<file path="src/hdl/plc_pkg.sv">
// Shared types and constants for the positional list with cursor.
`default_nettype none
package plc_pkg;

    localparam int DEPTH_DEF = 16;
    localparam int WIDTH_DEF = 32;
    localparam int REQ_W     = 5;
    localparam int POS_W     = 8;
    localparam int STAT_W    = 3;

    typedef enum logic [REQ_W-1:0] {
        REQ_CLEAR        = 5'd0,
        REQ_READ_CUR     = 5'd1,
        REQ_READ_AT      = 5'd2,
        REQ_FIRST        = 5'd3,
        REQ_LAST         = 5'd4,
        REQ_GOTO         = 5'd5,
        REQ_ADVANCE      = 5'd6,
        REQ_RETREAT      = 5'd7,
        REQ_INS_FRONT    = 5'd8,
        REQ_INS_END      = 5'd9,
        REQ_INS_BEFORE   = 5'd10,
        REQ_INS_AFTER    = 5'd11,
        REQ_INS_AT       = 5'd12,
        REQ_DEL_FRONT    = 5'd13,
        REQ_DEL_END      = 5'd14,
        REQ_DEL_CUR      = 5'd15,
        REQ_DEL_BEFORE   = 5'd16,
        REQ_DEL_AFTER    = 5'd17,
        REQ_DEL_AT       = 5'd18,
        REQ_REP_FRONT    = 5'd19,
        REQ_REP_END      = 5'd20,
        REQ_REP_CUR      = 5'd21,
        REQ_REP_BEFORE   = 5'd22,
        REQ_REP_AFTER    = 5'd23,
        REQ_REP_AT       = 5'd24
    } req_t;

    typedef enum logic [STAT_W-1:0] {
        STAT_OK      = 3'd0,
        STAT_NOTRAV  = 3'd1,
        STAT_BADPOS  = 3'd2,
        STAT_NONEXT  = 3'd3,
        STAT_NOPREV  = 3'd4,
        STAT_EMPTY   = 3'd5,
        STAT_FULL    = 3'd6
    } stat_t;

    typedef enum logic [2:0] {
        K_NONE,
        K_READ,
        K_WRITE,
        K_INSERT,
        K_DELETE
    } kind_t;

    typedef enum logic [2:0] {
        S_IDLE,
        S_EXEC,
        S_SH_RD,
        S_SH_WR,
        S_FIN_WR,
        S_RESP
    } state_t;

    typedef struct packed {
        logic accept;
        logic exec;
        logic sh_rd;
        logic sh_wr;
        logic fin_wr;
        logic load_out;
    } plc_cmd_t;

    typedef struct packed {
        kind_t kind;
        logic  shift;
        logic  last;
        logic  ins;
        logic  out_free;
    } plc_sts_t;

endpackage
`default_nettype wire

</file>
<file path="src/hdl/plc_datapath.sv">
// Datapath: request latch, decode, list storage, shift walker and result register.
`default_nettype none
module plc_datapath
    import plc_pkg::*;
#(
    parameter int DEPTH = DEPTH_DEF,
    parameter int WIDTH = WIDTH_DEF,
    localparam int CW = $clog2(DEPTH + 1),
    localparam int AW = $clog2(DEPTH)
) (
    input  wire logic              aclk,
    input  wire logic              aresetn,
    input  wire plc_cmd_t          cmd,
    output plc_sts_t               sts,
    input  wire logic [REQ_W-1:0]  s_req_type,
    input  wire logic [POS_W-1:0]  s_pos,
    input  wire logic [WIDTH-1:0]  s_value,
    output logic                   m_valid,
    input  wire logic              m_ready,
    output logic [STAT_W-1:0]      m_status,
    output logic [WIDTH-1:0]       m_read_value,
    output logic [CW-1:0]          m_list_size,
    output logic [CW-1:0]          m_cursor_pos
);

    localparam int PW = ((CW > POS_W) ? CW : POS_W) + 1;
    localparam logic [CW-1:0] FULL_C = CW'(DEPTH);
    localparam logic [CW-1:0] ONE_C  = CW'(1);

    logic [WIDTH-1:0] mem [DEPTH];

    req_t             req_reg;
    logic [POS_W-1:0] pos_reg;
    logic [WIDTH-1:0] value_reg;
    logic [CW-1:0]    count_reg, count_next;
    logic [CW-1:0]    cursor_reg, cursor_next;
    logic [AW-1:0]    tgt_reg, ptr_reg, end_reg;
    kind_t            kind_reg;
    stat_t            status_reg;
    logic             ins_reg;
    logic [WIDTH-1:0] rdata_reg;
    logic             m_valid_reg;
    logic [STAT_W-1:0] m_status_reg;
    logic [WIDTH-1:0] m_read_value_reg;
    logic [CW-1:0]    m_list_size_reg, m_cursor_pos_reg;

    stat_t         st;
    kind_t         kind;
    logic [CW-1:0] tpos;
    logic [AW-1:0] tidx;
    logic [PW-1:0] pe, ne;
    logic          pos_bad, pos_bad_ins, no_trav, full, empty;
    logic          shift;
    logic [AW-1:0] rd_addr;
    logic          we;
    logic [AW-1:0] waddr;
    logic [WIDTH-1:0] wdata;

    assign pe          = PW'(pos_reg);
    assign ne          = PW'(count_reg);
    assign pos_bad     = (pe == '0) || (pe > ne);
    assign pos_bad_ins = (pe == '0) || (pe > ne + PW'(1));
    assign no_trav     = (cursor_reg == '0);
    assign full        = (count_reg >= FULL_C);
    assign empty       = (count_reg == '0);

    // Request decode against the current size and cursor.
    always_comb begin
        st          = STAT_OK;
        kind        = K_NONE;
        tpos        = ONE_C;
        count_next  = count_reg;
        cursor_next = cursor_reg;
        unique case (req_reg)
            REQ_CLEAR: begin
                count_next  = '0;
                cursor_next = '0;
            end
            REQ_READ_CUR: begin
                if (no_trav) st = STAT_NOTRAV;
                else begin kind = K_READ; tpos = cursor_reg; end
            end
            REQ_READ_AT: begin
                if (pos_bad) st = STAT_BADPOS;
                else begin kind = K_READ; tpos = CW'(pos_reg); end
            end
            REQ_FIRST:  cursor_next = empty ? '0 : ONE_C;
            REQ_LAST:   cursor_next = count_reg;
            REQ_GOTO: begin
                if (pos_bad) st = STAT_BADPOS;
                else cursor_next = CW'(pos_reg);
            end
            REQ_ADVANCE: begin
                if (no_trav) st = STAT_NOTRAV;
                else if (cursor_reg >= count_reg) cursor_next = '0;
                else cursor_next = cursor_reg + ONE_C;
            end
            REQ_RETREAT: begin
                if (no_trav) st = STAT_NOTRAV;
                else cursor_next = cursor_reg - ONE_C;
            end
            REQ_INS_FRONT: begin
                if (full) st = STAT_FULL;
                else begin
                    kind = K_INSERT; tpos = ONE_C;
                    if (!no_trav) cursor_next = cursor_reg + ONE_C;
                end
            end
            REQ_INS_END: begin
                if (full) st = STAT_FULL;
                else begin kind = K_INSERT; tpos = count_reg + ONE_C; end
            end
            REQ_INS_BEFORE: begin
                if (no_trav) st = STAT_NOTRAV;
                else if (full) st = STAT_FULL;
                else begin
                    kind = K_INSERT; tpos = cursor_reg;
                    cursor_next = cursor_reg + ONE_C;
                end
            end
            REQ_INS_AFTER: begin
                if (no_trav) st = STAT_NOTRAV;
                else if (full) st = STAT_FULL;
                else begin kind = K_INSERT; tpos = cursor_reg + ONE_C; end
            end
            REQ_INS_AT: begin
                if (pos_bad_ins) st = STAT_BADPOS;
                else if (full) st = STAT_FULL;
                else begin
                    kind = K_INSERT; tpos = CW'(pos_reg);
                    if (PW'(cursor_reg) >= pe) cursor_next = cursor_reg + ONE_C;
                end
            end
            REQ_DEL_FRONT: begin
                if (empty) st = STAT_BADPOS;
                else begin
                    kind = K_DELETE; tpos = ONE_C;
                    if (cursor_reg == ONE_C) cursor_next = '0;
                    else if (cursor_reg > ONE_C) cursor_next = cursor_reg - ONE_C;
                end
            end
            REQ_DEL_END: begin
                if (empty) st = STAT_BADPOS;
                else begin
                    kind = K_DELETE; tpos = count_reg;
                    if (cursor_reg == count_reg) cursor_next = '0;
                end
            end
            REQ_DEL_CUR: begin
                if (no_trav) st = STAT_NOTRAV;
                else begin
                    kind = K_DELETE; tpos = cursor_reg;
                    if (cursor_reg == count_reg) cursor_next = '0;
                end
            end
            REQ_DEL_BEFORE: begin
                if (no_trav) st = STAT_NOTRAV;
                else if (cursor_reg == ONE_C) st = STAT_NOPREV;
                else begin
                    kind = K_DELETE; tpos = cursor_reg - ONE_C;
                    cursor_next = cursor_reg - ONE_C;
                end
            end
            REQ_DEL_AFTER: begin
                if (no_trav) st = STAT_NOTRAV;
                else if (cursor_reg >= count_reg) st = STAT_NONEXT;
                else begin kind = K_DELETE; tpos = cursor_reg + ONE_C; end
            end
            REQ_DEL_AT: begin
                if (pos_bad) st = STAT_BADPOS;
                else begin
                    kind = K_DELETE; tpos = CW'(pos_reg);
                    if (!no_trav && PW'(cursor_reg) == pe) begin
                        if (cursor_reg == count_reg) cursor_next = '0;
                    end else if (PW'(cursor_reg) > pe) begin
                        cursor_next = cursor_reg - ONE_C;
                    end
                end
            end
            REQ_REP_FRONT: begin
                if (empty) st = STAT_EMPTY;
                else begin kind = K_WRITE; tpos = ONE_C; end
            end
            REQ_REP_END: begin
                if (empty) st = STAT_EMPTY;
                else begin kind = K_WRITE; tpos = count_reg; end
            end
            REQ_REP_CUR: begin
                if (no_trav) st = STAT_NOTRAV;
                else begin kind = K_WRITE; tpos = cursor_reg; end
            end
            REQ_REP_BEFORE: begin
                if (no_trav) st = STAT_NOTRAV;
                else if (cursor_reg == ONE_C) st = STAT_NOPREV;
                else begin kind = K_WRITE; tpos = cursor_reg - ONE_C; end
            end
            REQ_REP_AFTER: begin
                if (no_trav) st = STAT_NOTRAV;
                else if (cursor_reg >= count_reg) st = STAT_NONEXT;
                else begin kind = K_WRITE; tpos = cursor_reg + ONE_C; end
            end
            REQ_REP_AT: begin
                if (pos_bad) st = STAT_BADPOS;
                else begin kind = K_WRITE; tpos = CW'(pos_reg); end
            end
            default: ;
        endcase
        if (kind == K_INSERT) count_next = count_reg + ONE_C;
        if (kind == K_DELETE) count_next = count_reg - ONE_C;
    end

    assign tidx  = AW'(tpos - ONE_C);
    assign shift = ((kind == K_INSERT) && (tpos <= count_reg)) ||
                   ((kind == K_DELETE) && (tpos < count_reg));

    assign sts.kind     = kind;
    assign sts.shift    = shift;
    assign sts.last     = (ptr_reg == end_reg);
    assign sts.ins      = ins_reg;
    assign sts.out_free = !m_valid_reg || m_ready;

    assign rd_addr = cmd.exec ? tidx : ptr_reg;
    assign we      = cmd.sh_wr || cmd.fin_wr;
    assign waddr   = cmd.fin_wr ? tgt_reg : (ins_reg ? ptr_reg + AW'(1) : ptr_reg - AW'(1));
    assign wdata   = cmd.fin_wr ? value_reg : rdata_reg;

    always_ff @(posedge aclk) begin
        if (we) mem[waddr] <= wdata;
        if (cmd.exec || cmd.sh_rd) rdata_reg <= mem[rd_addr];
    end

    // Payload registers.
    always_ff @(posedge aclk) begin
        if (cmd.accept) begin
            req_reg   <= req_t'(s_req_type);
            pos_reg   <= s_pos;
            value_reg <= s_value;
        end
        if (cmd.exec) begin
            kind_reg   <= kind;
            status_reg <= st;
            tgt_reg    <= tidx;
            ins_reg    <= (kind == K_INSERT);
            ptr_reg    <= (kind == K_INSERT) ? AW'(count_reg - ONE_C) : AW'(tpos);
            end_reg    <= (kind == K_INSERT) ? tidx : AW'(count_reg - ONE_C);
        end else if (cmd.sh_wr) begin
            ptr_reg <= ins_reg ? ptr_reg - AW'(1) : ptr_reg + AW'(1);
        end
        if (cmd.load_out) begin
            m_status_reg     <= status_reg;
            m_read_value_reg <= (kind_reg == K_READ) ? rdata_reg : '0;
            m_list_size_reg  <= count_reg;
            m_cursor_pos_reg <= cursor_reg;
        end
    end

    // Control state.
    always_ff @(posedge aclk) begin
        if (!aresetn) begin
            count_reg   <= '0;
            cursor_reg  <= '0;
            m_valid_reg <= 1'b0;
        end else begin
            if (cmd.exec) begin
                count_reg  <= count_next;
                cursor_reg <= cursor_next;
            end
            if (cmd.load_out) m_valid_reg <= 1'b1;
            else if (m_ready) m_valid_reg <= 1'b0;
        end
    end

    assign m_valid      = m_valid_reg;
    assign m_status     = m_status_reg;
    assign m_read_value = m_read_value_reg;
    assign m_list_size  = m_list_size_reg;
    assign m_cursor_pos = m_cursor_pos_reg;

endmodule
`default_nettype wire

</file>
<file path="src/hdl/plc_ctrl.sv">
// Controller state machine sequencing decode, element shifts and the result.
`default_nettype none
module plc_ctrl
    import plc_pkg::*;
(
    input  wire logic     aclk,
    input  wire logic     aresetn,
    input  wire logic     s_valid,
    output logic          s_ready,
    input  wire plc_sts_t sts,
    output plc_cmd_t      cmd
);

    state_t state_reg, state_next;

    always_ff @(posedge aclk) begin
        if (!aresetn) state_reg <= S_IDLE;
        else          state_reg <= state_next;
    end

    always_comb begin
        state_next = state_reg;
        unique case (state_reg)
            S_IDLE: if (s_valid) state_next = S_EXEC;
            S_EXEC: begin
                if (sts.shift) state_next = S_SH_RD;
                else if (sts.kind == K_INSERT || sts.kind == K_WRITE) state_next = S_FIN_WR;
                else state_next = S_RESP;
            end
            S_SH_RD: state_next = S_SH_WR;
            S_SH_WR: begin
                if (!sts.last) state_next = S_SH_RD;
                else if (sts.ins) state_next = S_FIN_WR;
                else state_next = S_RESP;
            end
            S_FIN_WR: state_next = S_RESP;
            S_RESP: if (sts.out_free) state_next = S_IDLE;
            default: state_next = S_IDLE;
        endcase
    end

    always_comb begin
        s_ready      = (state_reg == S_IDLE);
        cmd.accept   = (state_reg == S_IDLE) && s_valid;
        cmd.exec     = (state_reg == S_EXEC);
        cmd.sh_rd    = (state_reg == S_SH_RD);
        cmd.sh_wr    = (state_reg == S_SH_WR);
        cmd.fin_wr   = (state_reg == S_FIN_WR);
        cmd.load_out = (state_reg == S_RESP) && sts.out_free;
    end

endmodule
`default_nettype wire

</file>
<file path="src/hdl/positional_list_with_cursor.sv">
// Top level of the bounded positional list with cursor.
//
//   Channel  Direction  Ports
//   request  in         s_valid, s_ready, s_req_type, s_pos, s_value
//   result   out        m_valid, m_ready, m_status, m_read_value, m_list_size, m_cursor_pos
//
// A request passes through decode and then to the result register; replaces and inserts
// also pass through a final element write, and inserts and deletes that move elements
// run a shift loop that moves one element per read/write pair.
// Reset clears the size, the cursor and the controller; element storage is not cleared.
// A waiting result holds in the output register while the next request is accepted;
// only the completion of that next request waits for the result to be taken.
`default_nettype none
module positional_list_with_cursor
    import plc_pkg::*;
#(
    parameter int DEPTH = DEPTH_DEF,
    parameter int WIDTH = WIDTH_DEF,
    localparam int CW = $clog2(DEPTH + 1)
) (
    input  wire logic              aclk,
    input  wire logic              aresetn,
    input  wire logic              s_valid,
    output logic                   s_ready,
    input  wire logic [REQ_W-1:0]  s_req_type,
    input  wire logic [POS_W-1:0]  s_pos,
    input  wire logic [WIDTH-1:0]  s_value,
    output logic                   m_valid,
    input  wire logic              m_ready,
    output logic [STAT_W-1:0]      m_status,
    output logic [WIDTH-1:0]       m_read_value,
    output logic [CW-1:0]          m_list_size,
    output logic [CW-1:0]          m_cursor_pos
);

    // Commands flow from the controller to the datapath, status flows back.
    plc_cmd_t cmd;
    plc_sts_t sts;

    // The controller steps each request through decode, the element shift loop,
    // the final element write and the hand-off to the result register.
    plc_ctrl u_ctrl (
        .aclk    (aclk),
        .aresetn (aresetn),
        .s_valid (s_valid),
        .s_ready (s_ready),
        .sts     (sts),
        .cmd     (cmd)
    );

    // The datapath owns the element memory, size, cursor and result register.
    plc_datapath #(
        .DEPTH (DEPTH),
        .WIDTH (WIDTH)
    ) u_dp (
        .aclk         (aclk),
        .aresetn      (aresetn),
        .cmd          (cmd),
        .sts          (sts),
        .s_req_type   (s_req_type),
        .s_pos        (s_pos),
        .s_value      (s_value),
        .m_valid      (m_valid),
        .m_ready      (m_ready),
        .m_status     (m_status),
        .m_read_value (m_read_value),
        .m_list_size  (m_list_size),
        .m_cursor_pos (m_cursor_pos)
    );

endmodule
`default_nettype wire

</file>
<file path="config.mk">
export PLATFORM = sky130hd
export DESIGN_NAME = positional_list_with_cursor
export DESIGN_NICKNAME = d
export VERILOG_FILES = /design/src/hdl/plc_pkg.sv /design/src/hdl/plc_datapath.sv /design/src/hdl/plc_ctrl.sv /design/src/hdl/positional_list_with_cursor.sv
export SDC_FILE = /design/constraint.sdc
export NUM_CORES = 1
export LEC_CHECK = 0
export ABC_AREA = 1
export ABC_CLOCK_PERIOD_IN_PS = 9700
export BUFFER_PORTS_ARGS = -buffer_cell sky130_fd_sc_hd__buf_4
export CAP_MARGIN = 20
export CORE_ASPECT_RATIO = 0.75
export CORE_MARGIN = 4
export CORE_UTILIZATION = 55
export DETAILED_ROUTE_END_ITERATION = 10
export PLACE_DENSITY = 0.78
export SKIP_LAST_GASP = 1
export SYNTH_ARGS = -nofsm -noshare
export SYNTH_HDL_FRONTEND = slang
export SYNTH_SLANG_ARGS = --single-unit
</file>
<file path="constraint.sdc">
create_clock -name aclk -period 9.7 [get_ports aclk]
set_clock_uncertainty 0.15 [all_clocks]
set_input_delay 1.94 -clock aclk [delete_from_list [all_inputs] [get_ports aclk]]
set_output_delay 1.94 -clock aclk [all_outputs]
set_load 0.02 [all_outputs]
</file>
==> summary.md <==
| Metric | Value |
|---|---|
| Initial Util | `0.559` |
| RSZ-0062 raised after global routing | `no` |
| Syn avg cell area | `between 10 and 15 sq um` |
| Critical Path Sink Type | `register` |
| Drt drc | `0` |
| Maxcap violations | `0` |
| Fraction of registers with async set/reset | `0` |
| Final-report setup violation count | `0` |
| Post-synth EDFFs | `around 650` |
| Final nets | `between 2000 and 3000` |
| DIE AREA | `approximately 58000 sq um` |
| Wirelength per Cell | `21.6 microns` |
| Total Wirelength | `slightly below 80 mm` |
| Max frequency | `~0.15 GHz` |
| Power density cells | `approximately 240 nW/um^2` |
| Metal3 WL | `9.02 mm` |
| Worst R2R Path Depth | `23` |
| WL met1 | `roughly 33 mm` |
| Setup slack, reg-to-reg | `around 3.1 ns` |
| CTS tree | `built` |
| Detailed Route Iter0 Violations | `~2800` |
| Mapped Cells | `approximately 2800` |
| Die Width | `277 microns` |
| Slew @ Worst Pin | `around 1.6 ns` |
| Fin Setup TNS | `0 ns` |
| Max reg flops | `~510` |
| Drt first pass iters | `6` |
| Synth warnings | `0` |
| Relative slew slack | `-0.0809` |
| Hold Vio Cnt, Final | `0` |
| Hold WC Path Type | `register to register` |
| Fin util | `0.623` |
| Antenna diodes | `0` |
| Global route total overflow | `0` |
| Row cnt | `73` |
| Distinct cells, synth | `50` |
| WS Path Type | `register to register` |
| Most used DFF post-synth | `edfxtp_1` |
| Run status | `complete, but fails checks` |
| Failing checks | `max-slew violations` |
| Post-Layout Inst Area | `~33000 sq um` |
| Number of buffers on the longest clock path | `3` |
| Synthesis-to-finish area growth | `11.5%` |
| Final Max Slew Viols | `~110` |
| Synthesized net count | `a little under 3000` |
| Period utilization | `0.683` |
| Chip height | `around 210 microns` |
| Clock Tree Root | `clkbuf_16` |
| GP Congestion | `a little under 1` |
| Ratio of cells with drive above 1 in the final layout | `0.107` |
| #FFs+latches synth | `about 670` |
| CTS buffer count | `between 60 and 70` |
| Dpl hpwl | `between 40 and 50 mm` |
| Top cells by area, synth | `edfxtp_1 66%, nand2_1 12%, nand3_1 8.4%` |
| Worst Hold Path EP | `u_dp.m_status[1]` |
| Post_cts resized | `0` |
| Peak VDD IR | `around 300 uV` |
| Worst skew pair latency | `a little over 0.6 ns` |
| Post-route minimum period | `between 6 and 7 ns` |
| Overall via count from detail_route | `roughly 22000` |
| Crit-path most repeated cell | `inv_1` |
| Delay-heaviest family, CP | `buffers and inverters` |
| Largest Register | `u_dp.mem` |
| Cts hold-fix bufs | `0` |
| Reg clk slew, reported paths | `0.06 ns` |
| Vias/cell | `roughly 6` |
| Hold Startpoint | `u_dp.status_reg[1]` |
| CP peak stage delay | `0.74 ns` |
| Leading area contributor after synthesis | `edfxtp_1` |
| CP required | `~9.9 ns` |
| Leakage | `between 0.01 and 0.015 uW` |
| Crit-path slowest cell | `dfxtp_1` |
| First-pass GRT wire length | `roughly 120 mm` |
| Number of global-route vias before repair | `about 21000` |
| Sequence of cells on the critical path | `inv_1 -> ha_1 -> inv_1 -> ha_1 -> nand2_1 -> nor2_1 -> nand3_1 -> a21boi_2 -> nand3_1 -> o21ai_1 -> inv_1 -> o21ai_2 -> inv_1 -> ha_1 -> inv_1 -> o21ai_4 -> buf_4 -> inv_4 -> buf_4 -> nand2_1 -> nand3_1 -> nand3_1 -> nand2_1` |
| Fill count | `around 4100` |
| Std-Cell Core Area | `about 53000 sq um` |
| R2R Path Start | `u_dp.count_reg[0]` |
| IO Pins | `96` |
| Post-CTS Setup Repair Bufs | `0` |
| Antenna viol nets, final | `0` |
| Clock sinks | `about 670` |
| Startpoint types | `register` |
| Yosys top cell area share | `0.658` |
| Max Used Layer | `met4` |
| CP arrival | `between 6 and 7 ns` |
| Buf+Inv Stages, Crit Path | `8` |
| Total GRT Usage | `0.269` |
| Port Buf Inserts | `95` |
| H-Tree Depth | `3` |
| RR Endpoint | `u_dp.rdata_reg[29]` |
| Syn Std Cell Area | `between 20000 and 30000 sq um` |
| CP max FO | `just under 80` |
| Largest net degree at the start of global routing | `244` |
| Hold depth | `0` |
| Initial antenna violation count | `0` |
| Sequential share of the synthesized area | `0.667` |
| Metal2 WL | `35.0 mm` |
| Placed Area | `about 31000 sq um` |
## worst max path at each step
| stage | startpoint | to | depth (start not counted) |
|---|---|---|---|
| after CTS | u_dp.count_reg[0] | u_dp.rdata_reg[29] | 23 |
| after floorplan | m_ready | u_dp.m_cursor_pos[0] | 2 |
| after global routing | u_dp.count_reg[0] | u_dp.rdata_reg[30] | 23 |
| after global placement | u_dp.count_reg[0] | u_dp.rdata_reg[31] | 23 |
| final | u_dp.count_reg[0] | u_dp.rdata_reg[29] | 23 |
| after detailed placement | u_dp.count_reg[0] | u_dp.rdata_reg[29] | 23 |
## power by group
part	internal [uW]	switching [uW]
Clock	1410	1080
Sequential	3520	64.5
Combinational	513	1390
## worst register-to-register path: cells and delay by family, from the launching register on
kind                     cells  cell delay, ns
AO/OA/AOI/OAI                4            0.80
adder cells (fa/ha/maj)      3            1.08
buffers and inverters        8            2.58
flip-flops                   1            0.74
AND/OR/NAND/NOR              8            1.03
## area by class of cell
type                       instances  area (sq um)  share of cell area
tap                              712           891              0.0268
sequential                       667         19900               0.598
clock buffer                      87          1770              0.0533
multi-input combinational       1847          8620               0.259
inverter                         142           536              0.0161
clock inverter                    32           305             0.00918
timing repair buffer             161          1230              0.0370
## synth_stat cells (12+ instances only)
cell	count
a21oi_1	26
buf_2	24
buf_4	22
buf_6	35
clkbuf_1	68
dfxtp_1	14
edfxtp_1	653
ha_1	35
inv_1	128
inv_2	12
nand2_1	972
nand3_1	499
nand4_1	12
nor2_1	118
nor3_1	15
o21ai_0	71
xor2_1	13
## through the flow
stage	hold slack (ns)	setup WS [ns]	std cells	power, uW
3_5_place_dp	0.271	3.31	3527	5490
5_1_grt	0.290	2.74	3648	8350
3_3_place_gp	0.266	3.45	3525	5420
6_report	0.289	3.07	3648	7970
4_1_cts	0.286	3.27	3646	7960
2_1_floorplan	0.250	2.72	2810	4970
## per-layer routing
metal	vias up	global-route usage
met5	-	0
met4	0	0.0797
met3	165	0.0653
met2	1247	0.400
met1	10265	0.397
li1	9832	-
## logic make-up after synthesis
kind of cell,share of synthesized area
flops,0.667
buf+inv,0.0499
compound gates,0.0303
xor+xnor,0.00554
simple gates,0.233
fa+ha+maj,0.0147
## layout by cell type, fill, tap and decap left out, types with 18 or more instances in the layout
| cell type | count |
|---|---|
| clkbuf_1 | 18 |
| a21oi_1 | 26 |
| nor2_4 | 21 |
| edfxtp_1 | 653 |
| ha_1 | 35 |
| nor2_1 | 100 |
| o21ai_0 | 69 |
| buf_4 | 157 |
| clkbuf_16 | 67 |
| inv_1 | 127 |
| nand3_1 | 499 |
| nand2_1 | 971 |
Note: power is estimated with default switching activity, not from simulation.
